**config.mk**
```make
export PLATFORM = sky130hd
export DESIGN_NAME = keyed_oneshot_timer_table_top
export DESIGN_NICKNAME = d
export VERILOG_FILES = /design/src/rtl/ktt_pkg.sv /design/src/rtl/keyed_oneshot_timer_table_top.sv /design/src/rtl/ktt_front.sv /design/src/rtl/ktt_queue.sv /design/src/rtl/ktt_back.sv
export SDC_FILE = /design/constraint.sdc
export NUM_CORES = 2
export LEC_CHECK = 0
export BUFFER_PORTS_ARGS = -buffer_cell sky130_fd_sc_hd__buf_2
export CORE_UTILIZATION = 40
export DETAILED_ROUTE_END_ITERATION = 12
export SLEW_MARGIN = 20
export SYNTH_ARGS = -nofsm -noshare
export SYNTH_HDL_FRONTEND = slang
export SYNTH_SLANG_ARGS = --single-unit
```
**constraint.sdc**
```tcl
create_clock -name clk -period 19.1 [get_ports clk]
set_clock_uncertainty 0.2 [all_clocks]
set_input_delay 1.91 -clock clk [delete_from_list [all_inputs] [get_ports clk]]
set_output_delay 1.91 -clock clk [all_outputs]
set_load 0.05 [all_outputs]
```
**src/rtl/ktt_pkg.sv**
```systemverilog
package ktt_pkg;

	localparam logic [2:0] CMD_SET   = 3'd0;
	localparam logic [2:0] CMD_KILL  = 3'd1;
	localparam logic [2:0] CMD_ADD   = 3'd2;
	localparam logic [2:0] CMD_QUERY = 3'd3;
	localparam logic [2:0] CMD_TICK  = 3'd4;

	localparam logic [1:0] ST_OK       = 2'd0;
	localparam logic [1:0] ST_NOTFOUND = 2'd1;
	localparam logic [1:0] ST_FULL     = 2'd2;
	localparam logic [1:0] ST_DISABLED = 2'd3;

	localparam logic KIND_STATUS = 1'b0;
	localparam logic KIND_EXPIRY = 1'b1;

	// Operations handed from the front part to the back part.
	localparam logic [2:0] OP_SET    = 3'd0;
	localparam logic [2:0] OP_KILL   = 3'd1;
	localparam logic [2:0] OP_ADD    = 3'd2;
	localparam logic [2:0] OP_QUERY  = 3'd3;
	localparam logic [2:0] OP_TICK   = 3'd4;
	localparam logic [2:0] OP_STATUS = 3'd5;

	typedef struct packed {
		logic [2:0]         command;
		logic [15:0]        id_first;
		logic [15:0]        id_second;
		logic [15:0]        id_third;
		logic [15:0]        timer_id;
		logic signed [31:0] delay_ticks;
		logic [63:0]        user_data;
	} in_t;

	typedef struct packed {
		logic               kind;
		logic [1:0]         status;
		logic [15:0]        out_id_first;
		logic [15:0]        out_id_second;
		logic [15:0]        out_id_third;
		logic [15:0]        out_timer_id;
		logic [63:0]        out_data;
		logic signed [31:0] remaining;
		logic               last;
	} out_t;

	typedef struct packed {
		logic [2:0]         op;
		logic [1:0]         st;
		logic [63:0]        key;
		logic signed [31:0] delay;
		logic [63:0]        data;
	} cmd_t;

	function automatic logic signed [31:0] sat_add(input logic signed [31:0] a,
		input logic signed [31:0] b);
		logic [32:0] sum;
		sum = {a[31], a} + {b[31], b};
		if (sum[32] != sum[31]) begin
			sat_add = sum[32] ? 32'sh8000_0000 : 32'sh7FFF_FFFF;
		end else begin
			sat_add = sum[31:0];
		end
	endfunction

endpackage

```
**src/rtl/keyed_oneshot_timer_table_top.sv**
```systemverilog
// A status word is registered at the output once a scan of every slot has found its result,
// or without a scan for an unknown command or a disabled command other than kill.
// The back part handles one command at a time; the two-entry queue takes new words while it has room.
// A tick counts every slot down, then emits one expiry word per due slot, lowest key first.
// Reset (arst_n low, asynchronous) empties the table, the queue and the output register,
// and clears the enabled register. Slot contents are not cleared.
module keyed_oneshot_timer_table_top
	import ktt_pkg::*;
#(
	parameter int TIMER_SLOTS = 16
) (
	input  logic clk,
	input  logic arst_n,
	input  logic in_valid,
	output logic in_stall,
	input  in_t  in_word,
	output logic out_valid,
	input  logic out_stall,
	output out_t out_word,
	input  logic cfg_we,
	input  logic cfg_wdata
);

	// The enabled register is read only by the front part, which folds it
	// into the operation it queues.
	logic enabled_q;
	logic push;
	logic pop;
	logic q_full;
	logic q_empty;
	cmd_t wr_entry;
	cmd_t rd_entry;

	always_ff @(posedge clk or negedge arst_n) begin
		if (!arst_n) begin
			enabled_q <= 1'b0;
		end else if (cfg_we) begin
			enabled_q <= cfg_wdata;
		end
	end

	// The front part takes a word whenever the queue has room.
	ktt_front u_front (
		.in_valid (in_valid),
		.in_stall (in_stall),
		.in_word  (in_word),
		.enabled  (enabled_q),
		.q_full   (q_full),
		.push     (push),
		.entry    (wr_entry)
	);

	// A two-entry queue lets the front side keep accepting while the back
	// side is busy scanning or waiting on its output.
	ktt_queue u_queue (
		.clk      (clk),
		.arst_n   (arst_n),
		.push     (push),
		.wr_entry (wr_entry),
		.pop      (pop),
		.rd_entry (rd_entry),
		.full     (q_full),
		.empty    (q_empty)
	);

	// The back part walks the slots one per cycle and drives the output
	// register.
	ktt_back #(
		.TIMER_SLOTS (TIMER_SLOTS)
	) u_back (
		.clk       (clk),
		.arst_n    (arst_n),
		.empty     (q_empty),
		.rd_entry  (rd_entry),
		.pop       (pop),
		.out_valid (out_valid),
		.out_stall (out_stall),
		.out_word  (out_word)
	);

endmodule

```
**src/rtl/ktt_front.sv**
```systemverilog
module ktt_front
	import ktt_pkg::*;
(
	input  logic in_valid,
	output logic in_stall,
	input  in_t  in_word,
	input  logic enabled,
	input  logic q_full,
	output logic push,
	output cmd_t entry
);

	// Classify each word once, so the back part only sees work it must do.
	always_comb begin
		entry.key   = {in_word.timer_id, in_word.id_third, in_word.id_second,
			in_word.id_first};
		entry.delay = in_word.delay_ticks;
		entry.data  = in_word.user_data;
		entry.st    = ST_OK;
		entry.op    = OP_STATUS;
		if (in_word.command == CMD_KILL) begin
			entry.op = OP_KILL;
		end else if (in_word.command > CMD_TICK) begin
			entry.op = OP_STATUS;
		end else if (!enabled) begin
			entry.st = ST_DISABLED;
		end else begin
			case (in_word.command)
				CMD_SET:   entry.op = OP_SET;
				CMD_ADD:   entry.op = OP_ADD;
				CMD_QUERY: entry.op = OP_QUERY;
				CMD_TICK:  entry.op = OP_TICK;
				default:   entry.op = OP_STATUS;
			endcase
		end
	end

	assign in_stall = q_full;
	assign push     = in_valid && !q_full;

endmodule

```
**src/rtl/ktt_queue.sv**
```systemverilog
module ktt_queue
	import ktt_pkg::*;
(
	input  logic clk,
	input  logic arst_n,
	input  logic push,
	input  cmd_t wr_entry,
	input  logic pop,
	output cmd_t rd_entry,
	output logic full,
	output logic empty
);

	cmd_t       ent_q [2];
	logic       wp_q;
	logic       rp_q;
	logic [1:0] cnt_q;

	assign full     = cnt_q == 2'd2;
	assign empty    = cnt_q == 2'd0;
	assign rd_entry = ent_q[rp_q];

	always_ff @(posedge clk or negedge arst_n) begin
		if (!arst_n) begin
			wp_q  <= 1'b0;
			rp_q  <= 1'b0;
			cnt_q <= 2'd0;
		end else begin
			if (push) begin
				wp_q <= !wp_q;
			end
			if (pop) begin
				rp_q <= !rp_q;
			end
			if (push && !pop) begin
				cnt_q <= cnt_q + 2'd1;
			end else if (pop && !push) begin
				cnt_q <= cnt_q - 2'd1;
			end
		end
	end

	always_ff @(posedge clk) begin
		if (push) begin
			ent_q[wp_q] <= wr_entry;
		end
	end

endmodule

```
**src/rtl/ktt_back.sv**
```systemverilog
module ktt_back
	import ktt_pkg::*;
#(
	parameter int TIMER_SLOTS = 16
) (
	input  logic clk,
	input  logic arst_n,
	input  logic empty,
	input  cmd_t rd_entry,
	output logic pop,
	output logic out_valid,
	input  logic out_stall,
	output out_t out_word
);

	localparam int IW = (TIMER_SLOTS > 1) ? $clog2(TIMER_SLOTS) : 1;
	localparam logic [IW-1:0] LAST_IDX = IW'(TIMER_SLOTS - 1);

	localparam logic [2:0] S_IDLE = 3'd0;
	localparam logic [2:0] S_SCAN = 3'd1;
	localparam logic [2:0] S_EXEC = 3'd2;
	localparam logic [2:0] S_DEC  = 3'd3;
	localparam logic [2:0] S_MIN  = 3'd4;
	localparam logic [2:0] S_EMIT = 3'd5;

	logic [2:0]             state_q;
	logic [IW-1:0]          idx_q;
	cmd_t                   cmd_q;
	logic                   found_q;
	logic                   free_q;
	logic [IW-1:0]          hit_q;
	logic [IW-1:0]          free_idx_q;
	logic                   best_ok_q;
	logic [63:0]            best_key_q;
	logic [IW-1:0]          best_q;
	logic [TIMER_SLOTS-1:0] due_q;
	logic [TIMER_SLOTS-1:0] valid_q;
	logic                   out_vld_q;
	out_t                   out_q;

	logic [63:0]        key_mem  [TIMER_SLOTS];
	logic signed [31:0] cnt_mem  [TIMER_SLOTS];
	logic [63:0]        data_mem [TIMER_SLOTS];

	logic [63:0]        key_rd;
	logic signed [31:0] cnt_rd;
	logic [63:0]        data_rd;
	logic               at_last;
	logic               out_free;
	logic               out_load;
	out_t               out_nxt;
	logic               match;
	logic               nxt_found;
	logic               nxt_free;
	logic [IW-1:0]      nxt_hit;
	logic [IW-1:0]      nxt_free_idx;
	logic signed [31:0] dec_val;
	logic               dec_due;
	logic               better;

	assign key_rd   = key_mem[idx_q];
	assign cnt_rd   = cnt_mem[idx_q];
	assign data_rd  = data_mem[idx_q];
	assign at_last  = idx_q == LAST_IDX;
	assign out_free = !out_vld_q || !out_stall;
	assign out_load = out_free && (state_q == S_EXEC || state_q == S_EMIT);
	assign pop      = state_q == S_IDLE && !empty;

	assign match        = valid_q[idx_q] && key_rd == cmd_q.key;
	assign nxt_found    = found_q || match;
	assign nxt_hit      = found_q ? hit_q : idx_q;
	assign nxt_free     = free_q || !valid_q[idx_q];
	assign nxt_free_idx = free_q ? free_idx_q : idx_q;
	assign dec_val      = sat_add(cnt_rd, -32'sd1);
	assign dec_due      = valid_q[idx_q] && dec_val <= 32'sd0;
	assign better       = due_q[idx_q] && (!best_ok_q || key_rd < best_key_q);

	assign out_valid = out_vld_q;
	assign out_word  = out_q;

	// The next output word, for a status result or for an expiry.
	always_comb begin
		out_nxt      = '0;
		out_nxt.kind = KIND_STATUS;
		out_nxt.last = 1'b1;
		if (state_q == S_EMIT) begin
			out_nxt.kind          = KIND_EXPIRY;
			out_nxt.status        = ST_OK;
			out_nxt.out_id_first  = key_rd[15:0];
			out_nxt.out_id_second = key_rd[31:16];
			out_nxt.out_id_third  = key_rd[47:32];
			out_nxt.out_timer_id  = key_rd[63:48];
			out_nxt.out_data      = data_rd;
			out_nxt.last          = $countones(due_q) == 1;
		end else begin
			case (cmd_q.op)
				OP_SET:   out_nxt.status = (found_q || free_q) ? ST_OK : ST_FULL;
				OP_KILL:  out_nxt.status = found_q ? ST_OK : ST_NOTFOUND;
				OP_ADD:   out_nxt.status = found_q ? ST_OK : ST_NOTFOUND;
				OP_QUERY: begin
					out_nxt.status    = found_q ? ST_OK : ST_NOTFOUND;
					out_nxt.remaining = found_q ? cnt_rd : 32'sd0;
				end
				default:  out_nxt.status = cmd_q.st;
			endcase
		end
	end

	always_ff @(posedge clk or negedge arst_n) begin
		if (!arst_n) begin
			state_q   <= S_IDLE;
			idx_q     <= '0;
			found_q   <= 1'b0;
			free_q    <= 1'b0;
			best_ok_q <= 1'b0;
			due_q     <= '0;
			valid_q   <= '0;
			out_vld_q <= 1'b0;
		end else begin
			if (out_load) begin
				out_vld_q <= 1'b1;
			end else if (!out_stall) begin
				out_vld_q <= 1'b0;
			end
			case (state_q)
				S_IDLE: begin
					if (!empty) begin
						idx_q   <= '0;
						found_q <= 1'b0;
						free_q  <= 1'b0;
						if (rd_entry.op == OP_STATUS) begin
							state_q <= S_EXEC;
						end else if (rd_entry.op == OP_TICK) begin
							state_q <= S_DEC;
						end else begin
							state_q <= S_SCAN;
						end
					end
				end
				S_SCAN: begin
					found_q    <= nxt_found;
					hit_q      <= nxt_hit;
					free_q     <= nxt_free;
					free_idx_q <= nxt_free_idx;
					if (at_last) begin
						idx_q   <= nxt_found ? nxt_hit : nxt_free_idx;
						state_q <= S_EXEC;
					end else begin
						idx_q <= idx_q + 1'b1;
					end
				end
				S_EXEC: begin
					if (out_free) begin
						state_q <= S_IDLE;
						if (cmd_q.op == OP_KILL && found_q) begin
							valid_q[idx_q] <= 1'b0;
						end
						if (cmd_q.op == OP_SET && (found_q || free_q)) begin
							valid_q[idx_q] <= 1'b1;
						end
					end
				end
				S_DEC: begin
					due_q[idx_q] <= dec_due;
					if (at_last) begin
						idx_q     <= '0;
						best_ok_q <= 1'b0;
						if ((|due_q) || dec_due) begin
							state_q <= S_MIN;
						end else begin
							state_q <= S_EXEC;
						end
					end else begin
						idx_q <= idx_q + 1'b1;
					end
				end
				S_MIN: begin
					if (better) begin
						best_ok_q  <= 1'b1;
						best_key_q <= key_rd;
						best_q     <= idx_q;
					end
					if (at_last) begin
						idx_q   <= better ? idx_q : best_q;
						state_q <= S_EMIT;
					end else begin
						idx_q <= idx_q + 1'b1;
					end
				end
				S_EMIT: begin
					if (out_free) begin
						valid_q[idx_q] <= 1'b0;
						due_q[idx_q]   <= 1'b0;
						best_ok_q      <= 1'b0;
						if ($countones(due_q) == 1) begin
							state_q <= S_IDLE;
						end else begin
							idx_q   <= '0;
							state_q <= S_MIN;
						end
					end
				end
				default: state_q <= S_IDLE;
			endcase
		end
	end

	// Command register, result register and slot contents.
	always_ff @(posedge clk) begin
		if (pop) begin
			cmd_q <= rd_entry;
		end
		if (state_q == S_DEC && at_last && !((|due_q) || dec_due)) begin
			cmd_q.op <= OP_STATUS;
			cmd_q.st <= ST_OK;
		end
		if (state_q == S_DEC && valid_q[idx_q]) begin
			cnt_mem[idx_q] <= dec_val;
		end
		if (state_q == S_EXEC && out_free) begin
			if (cmd_q.op == OP_SET && (found_q || free_q)) begin
				key_mem[idx_q]  <= cmd_q.key;
				cnt_mem[idx_q]  <= cmd_q.delay;
				data_mem[idx_q] <= cmd_q.data;
			end
			if (cmd_q.op == OP_ADD && found_q) begin
				cnt_mem[idx_q] <= sat_add(cnt_rd, cmd_q.delay);
			end
		end
		if (out_load) begin
			out_q <= out_nxt;
		end
	end

endmodule

```
==> flow_results.org <==
** Outcome
- Status :: completed

** STA
- Setup repair after global routing missed its margin :: false
- In the finished design, the share of the clock period the worst path needs comes to 0.4826.
- Count of final setup violators :: 0
- Transition time at the pin with the least slew margin :: 1.189 ns
- Headroom to the max-slew limit came out at 0.2070.
- Based on the critical path, the design can be clocked at up to 0.1085 GHz.
- The clock period could shrink to 9.219 ns.
- Number of endpoints with negative hold slack in the final report :: 0
- The number of pins with negative max-slew slack in the final report was 0.
- Total negative setup slack :: 0 ns

** Synth
- In this run the mean area of a mapped cell was 21.74 sq um.
- The share of the Yosys chip area taken by registers is 0.7690.
- After synthesis the cells add up to 130,100 sq um.
- Yosys mapped the design onto 79 distinct sky130hd cell types.
- Flops & latches, synth :: 3,340
- Warnings from Yosys :: 0
- Predominant post-synthesis flop cell :: edfxtp_1
- Post-synth EDFFs :: 3,288
- Number of nets produced by synthesis :: 6,287
- Synthesis produced 5,982 cells.
- Of all flip-flops after synthesis, the portion carrying an async set or reset was 0.01437.

** Worst setup path
- Data on the critical path is required at its endpoint by 19.42 ns.
- For flop-to-flop paths, the worst setup slack is 9.88 ns.
- Critical path origin :: u_back.idx_q[1]
- Start of the worst register-to-register path :: u_back.idx_q[1]
- Worst Setup Start Kind :: flop
- CP endpoint kind :: flop
- For the worst setup path, the data arrival time is 9.54 ns.
- Category of the critical setup timing path :: flop to flop
- CP Max Fanout :: 67

** Finish
- For this run, the post-layout net count is 6,825.
- Relative to the synthesized area, the layout overhead comes to 14.19%.
- Across the whole layout, storage elements account for 100,000 sq um.
- Of the cells placed in the final design, the portion with a size suffix greater than 1 is 0.2923.
- In the final layout, the multi-input gates occupy 28,710 sq um.
- Fill cells in the final layout number 27,120.
- For this run, the number of standard cells in the final layout without fillers is 11,120.

** CTS
- CTS tree :: done
- For the worst-skew pair, the clock arrives at the later sink with an insertion delay of 0.94 ns.
- The clock tree synthesis step divided the H-tree into 5 levels.
- Num CTS Buffers :: 348
- The clock passes through at most 4 buffers.
- Clock transition at the registers of the reported paths :: 0.06 ns
- The number of hold buffers added after CTS was 0.
- Post-CTS Repair Setup Buffers :: 0
- Clock tree root driver cell :: clkbuf_16
- Clock tree synthesis found a total of 3,340 sinks.
- Once the clock tree was built, the resizer swapped 0 gates to a different size.

** Floorplan
- Die span in y :: 572.2 microns
- The core region is 323,700 sq um.
- After floorplanning, the core was divided into 209 placement rows.
- The initial utilization of the core area, before any placement, comes to 0.4018.
- In this run the count of I/O pins placed on the die edge is 335.
- From left edge to right edge, the die measures 572.2 microns.
- Total die area :: 327,400 sq um

** Place
- Routability-driven placement finished with a final weighted congestion of 0.9140.
- Buffers placed on the I/O ports in this run total 334.
- Once placement completed, the tool counted placed cells totaling 10,490.
- HPWL Detailed :: 180,000 microns

** Drt
- The final route contains 62,810 vias.
- For this run, the detailed router's first-pass iteration total came to 6.
- Drt initial violations :: 6,767
- Number of remaining DRC errors :: 0
- For this block, wires on met1 add up to 140,800 microns.
- Using the TritonRoute via totals, the vias-per-cell ratio works out to 5.647.
- Highest Signal Layer :: met5
- After detailed routing, the average wire length per cell comes to 29.77 microns.
- Number of routed nets with antenna violations :: 0
- Detailed routing placed a total of 160,100 microns of wire on met2.
- Summed over all layers, the routed wires come to 331,200 microns.
- Met3 wirelength from detailed routing :: 21,650 microns

** Global routing
- The via count of the first global-routing pass came to 64,250.
- In the global route stage, overall resource usage came out at 0.2000.
- Global routing finished with a remaining overflow of 0.
- The first global-routing pass estimated 469,300 microns of wire.
- The initial antenna violation count was 36.
- Largest net degree at the start of global routing :: 122

** Worst hold path
- The startpoint identified for the worst hold timing path is u_queue.ent_q[1][156].
- Type of the tightest min-delay check :: flop to flop

** Pwr
- After layout, the design draws a total of 25.04 mW.
- VDD sags by at most 0.1651 mV.
- For this design the ratio of total power to cell area is 168.6 nW/um^2.
- Static leakage :: 47.80 nW

** Flow run
- Max-cap violations in this run came to 0.
[metrics by stage]
step	utilization	setup WS [ns]	hold WS, ns	area [sq um]
4_1_cts	0.4585	9.766	0.3095	148400
3_3_place_gp	0.4244	9.715	0.2909	137400
3_5_place_dp	0.4245	9.747	0.3016	137400
2_1_floorplan	-	8.160	0.2608	130100
6_report	0.4588	9.881	0.3150	148500
5_1_grt	0.4588	9.308	0.3278	148500
[flip-flops by register name (all words and copies together) (netlist names), 16 cells and up, named ones only]
signal / count
u_back.best_key_q: 64
u_back.cmd_q: 164
u_back.cnt_mem: 512
u_back.data_mem: 1024
u_back.due_q: 16
u_back.key_mem: 1024
u_back.out_word: 164
u_queue.ent_q: 328
[kinds of logic (layout without fill, tap and decap cells)]
logic type,after synthesis,in the layout,share of synthesized area
buffers and inverters,425,1238,0.01315
DFF,3340,3340,0.7690
adders and majority gates,136,136,0.01378
xor gates and xnor gates,109,109,0.007340
AOI/OAI and AO/OA,469,469,0.02404
and+or+nand+nor,540,540,0.02166
other,0,4,0
muxes,963,963,0.1511
[per-layer routing]
metal  up-vias  track usage
met1     33880       0.2841
met4        12      0.05269
met3       506      0.02697
li1      25980            -
met2      2435       0.3257
met5         -            0
[synth_stat cells (all sizes together) (15+ instances only)]
cell / count / area share
edfxtp: 3288 / 0.76
nand2: 115 / 0.0033
nor4: 18 / 0.00091
o211ai: 31 / 0.0018
a21oi: 99 / 0.0038
o31ai: 21 / 0.0016
o21ai: 117 / 0.0045
nor3: 21 / 0.0010
nand3: 27 / 0.0011
buf: 99 / 0.0037
o221ai: 16 / 0.0011
a21o: 52 / 0.0030
inv: 153 / 0.0044
xnor2: 60 / 0.0040
nor2: 118 / 0.0034
mux4: 783 / 0.14
clkbuf: 173 / 0.0050
and2: 138 / 0.0066
dfrtp: 48 / 0.0092
a22oi: 39 / 0.0023
xor2: 49 / 0.0033
nand4: 30 / 0.0014
o22ai: 15 / 0.00072
mux2: 168 / 0.015
ha: 124 / 0.012
[cell usage in the layout (no fill, tap or decap), drive strengths merged, types with 13 or more instances in the layout]
master / instances
edfxtp: 3288
nor4: 18
o31ai: 21
and3: 14
clkbuf: 426
nor3: 21
inv: 172
nand2: 115
o221ai: 16
buf: 457
clkinv: 149
xor2: 49
bufinv: 26
nand2b: 14
a21o: 52
dfrtp: 48
a221oi: 13
nand3: 27
a22oi: 39
xnor2: 60
nand4: 30
o211ai: 31
mux4: 783
and2: 138
nor2: 118
ha: 124
a21oi: 99
o22ai: 15
mux2: 168
o21ai: 117
[report_power, final]
| group | switching (mW) | internal [mW] |
|---|---|---|
| clock network | 2.82 | 3.76 |
| registers | 0.790 | 10.1 |
| logic | 4.73 | 2.87 |
| total | 8.34 | 16.7 |
[critical path, cell delays in order (launching register included)]
cell and delay [ns]:
dfrtp_4 0.88, buf_4 0.75, buf_4 0.89, buf_4 0.86, buf_4 0.92, mux4_2 0.42, mux4_2 0.59, ha_1 0.24
a21o_1 0.18, a21o_1 0.17, a21oi_1 0.17, o21ai_0 0.11, nand3_1 0.09, a211o_1 0.16, o211ai_1 0.11, o2bb2ai_1 0.87
and2_4 0.92
[worst paths after layout]
path                       depth (start not counted)               endpoint
min                                                1      u_back.cmd_q[156]
min in group asynchronous                          2        u_back.idx_q[1]
min reg2reg                                        1      u_back.cmd_q[156]
max reg2reg                                       16  u_back.best_key_q[14]
max in group asynchronous                          2        u_back.idx_q[0]
max                                               16  u_back.best_key_q[14]
[layout make-up]
type                       instances  area share
tap                             4325     0.03643
antenna                            4  0.00006739
inverter                         153    0.004001
clock inverter                   202     0.01280
multi-input combinational       2217      0.1933
timing repair buffer             460     0.01864
sequential                      3340      0.6735
clock buffer                     423     0.06124
Note: power is estimated with default switching activity, not from simulation.
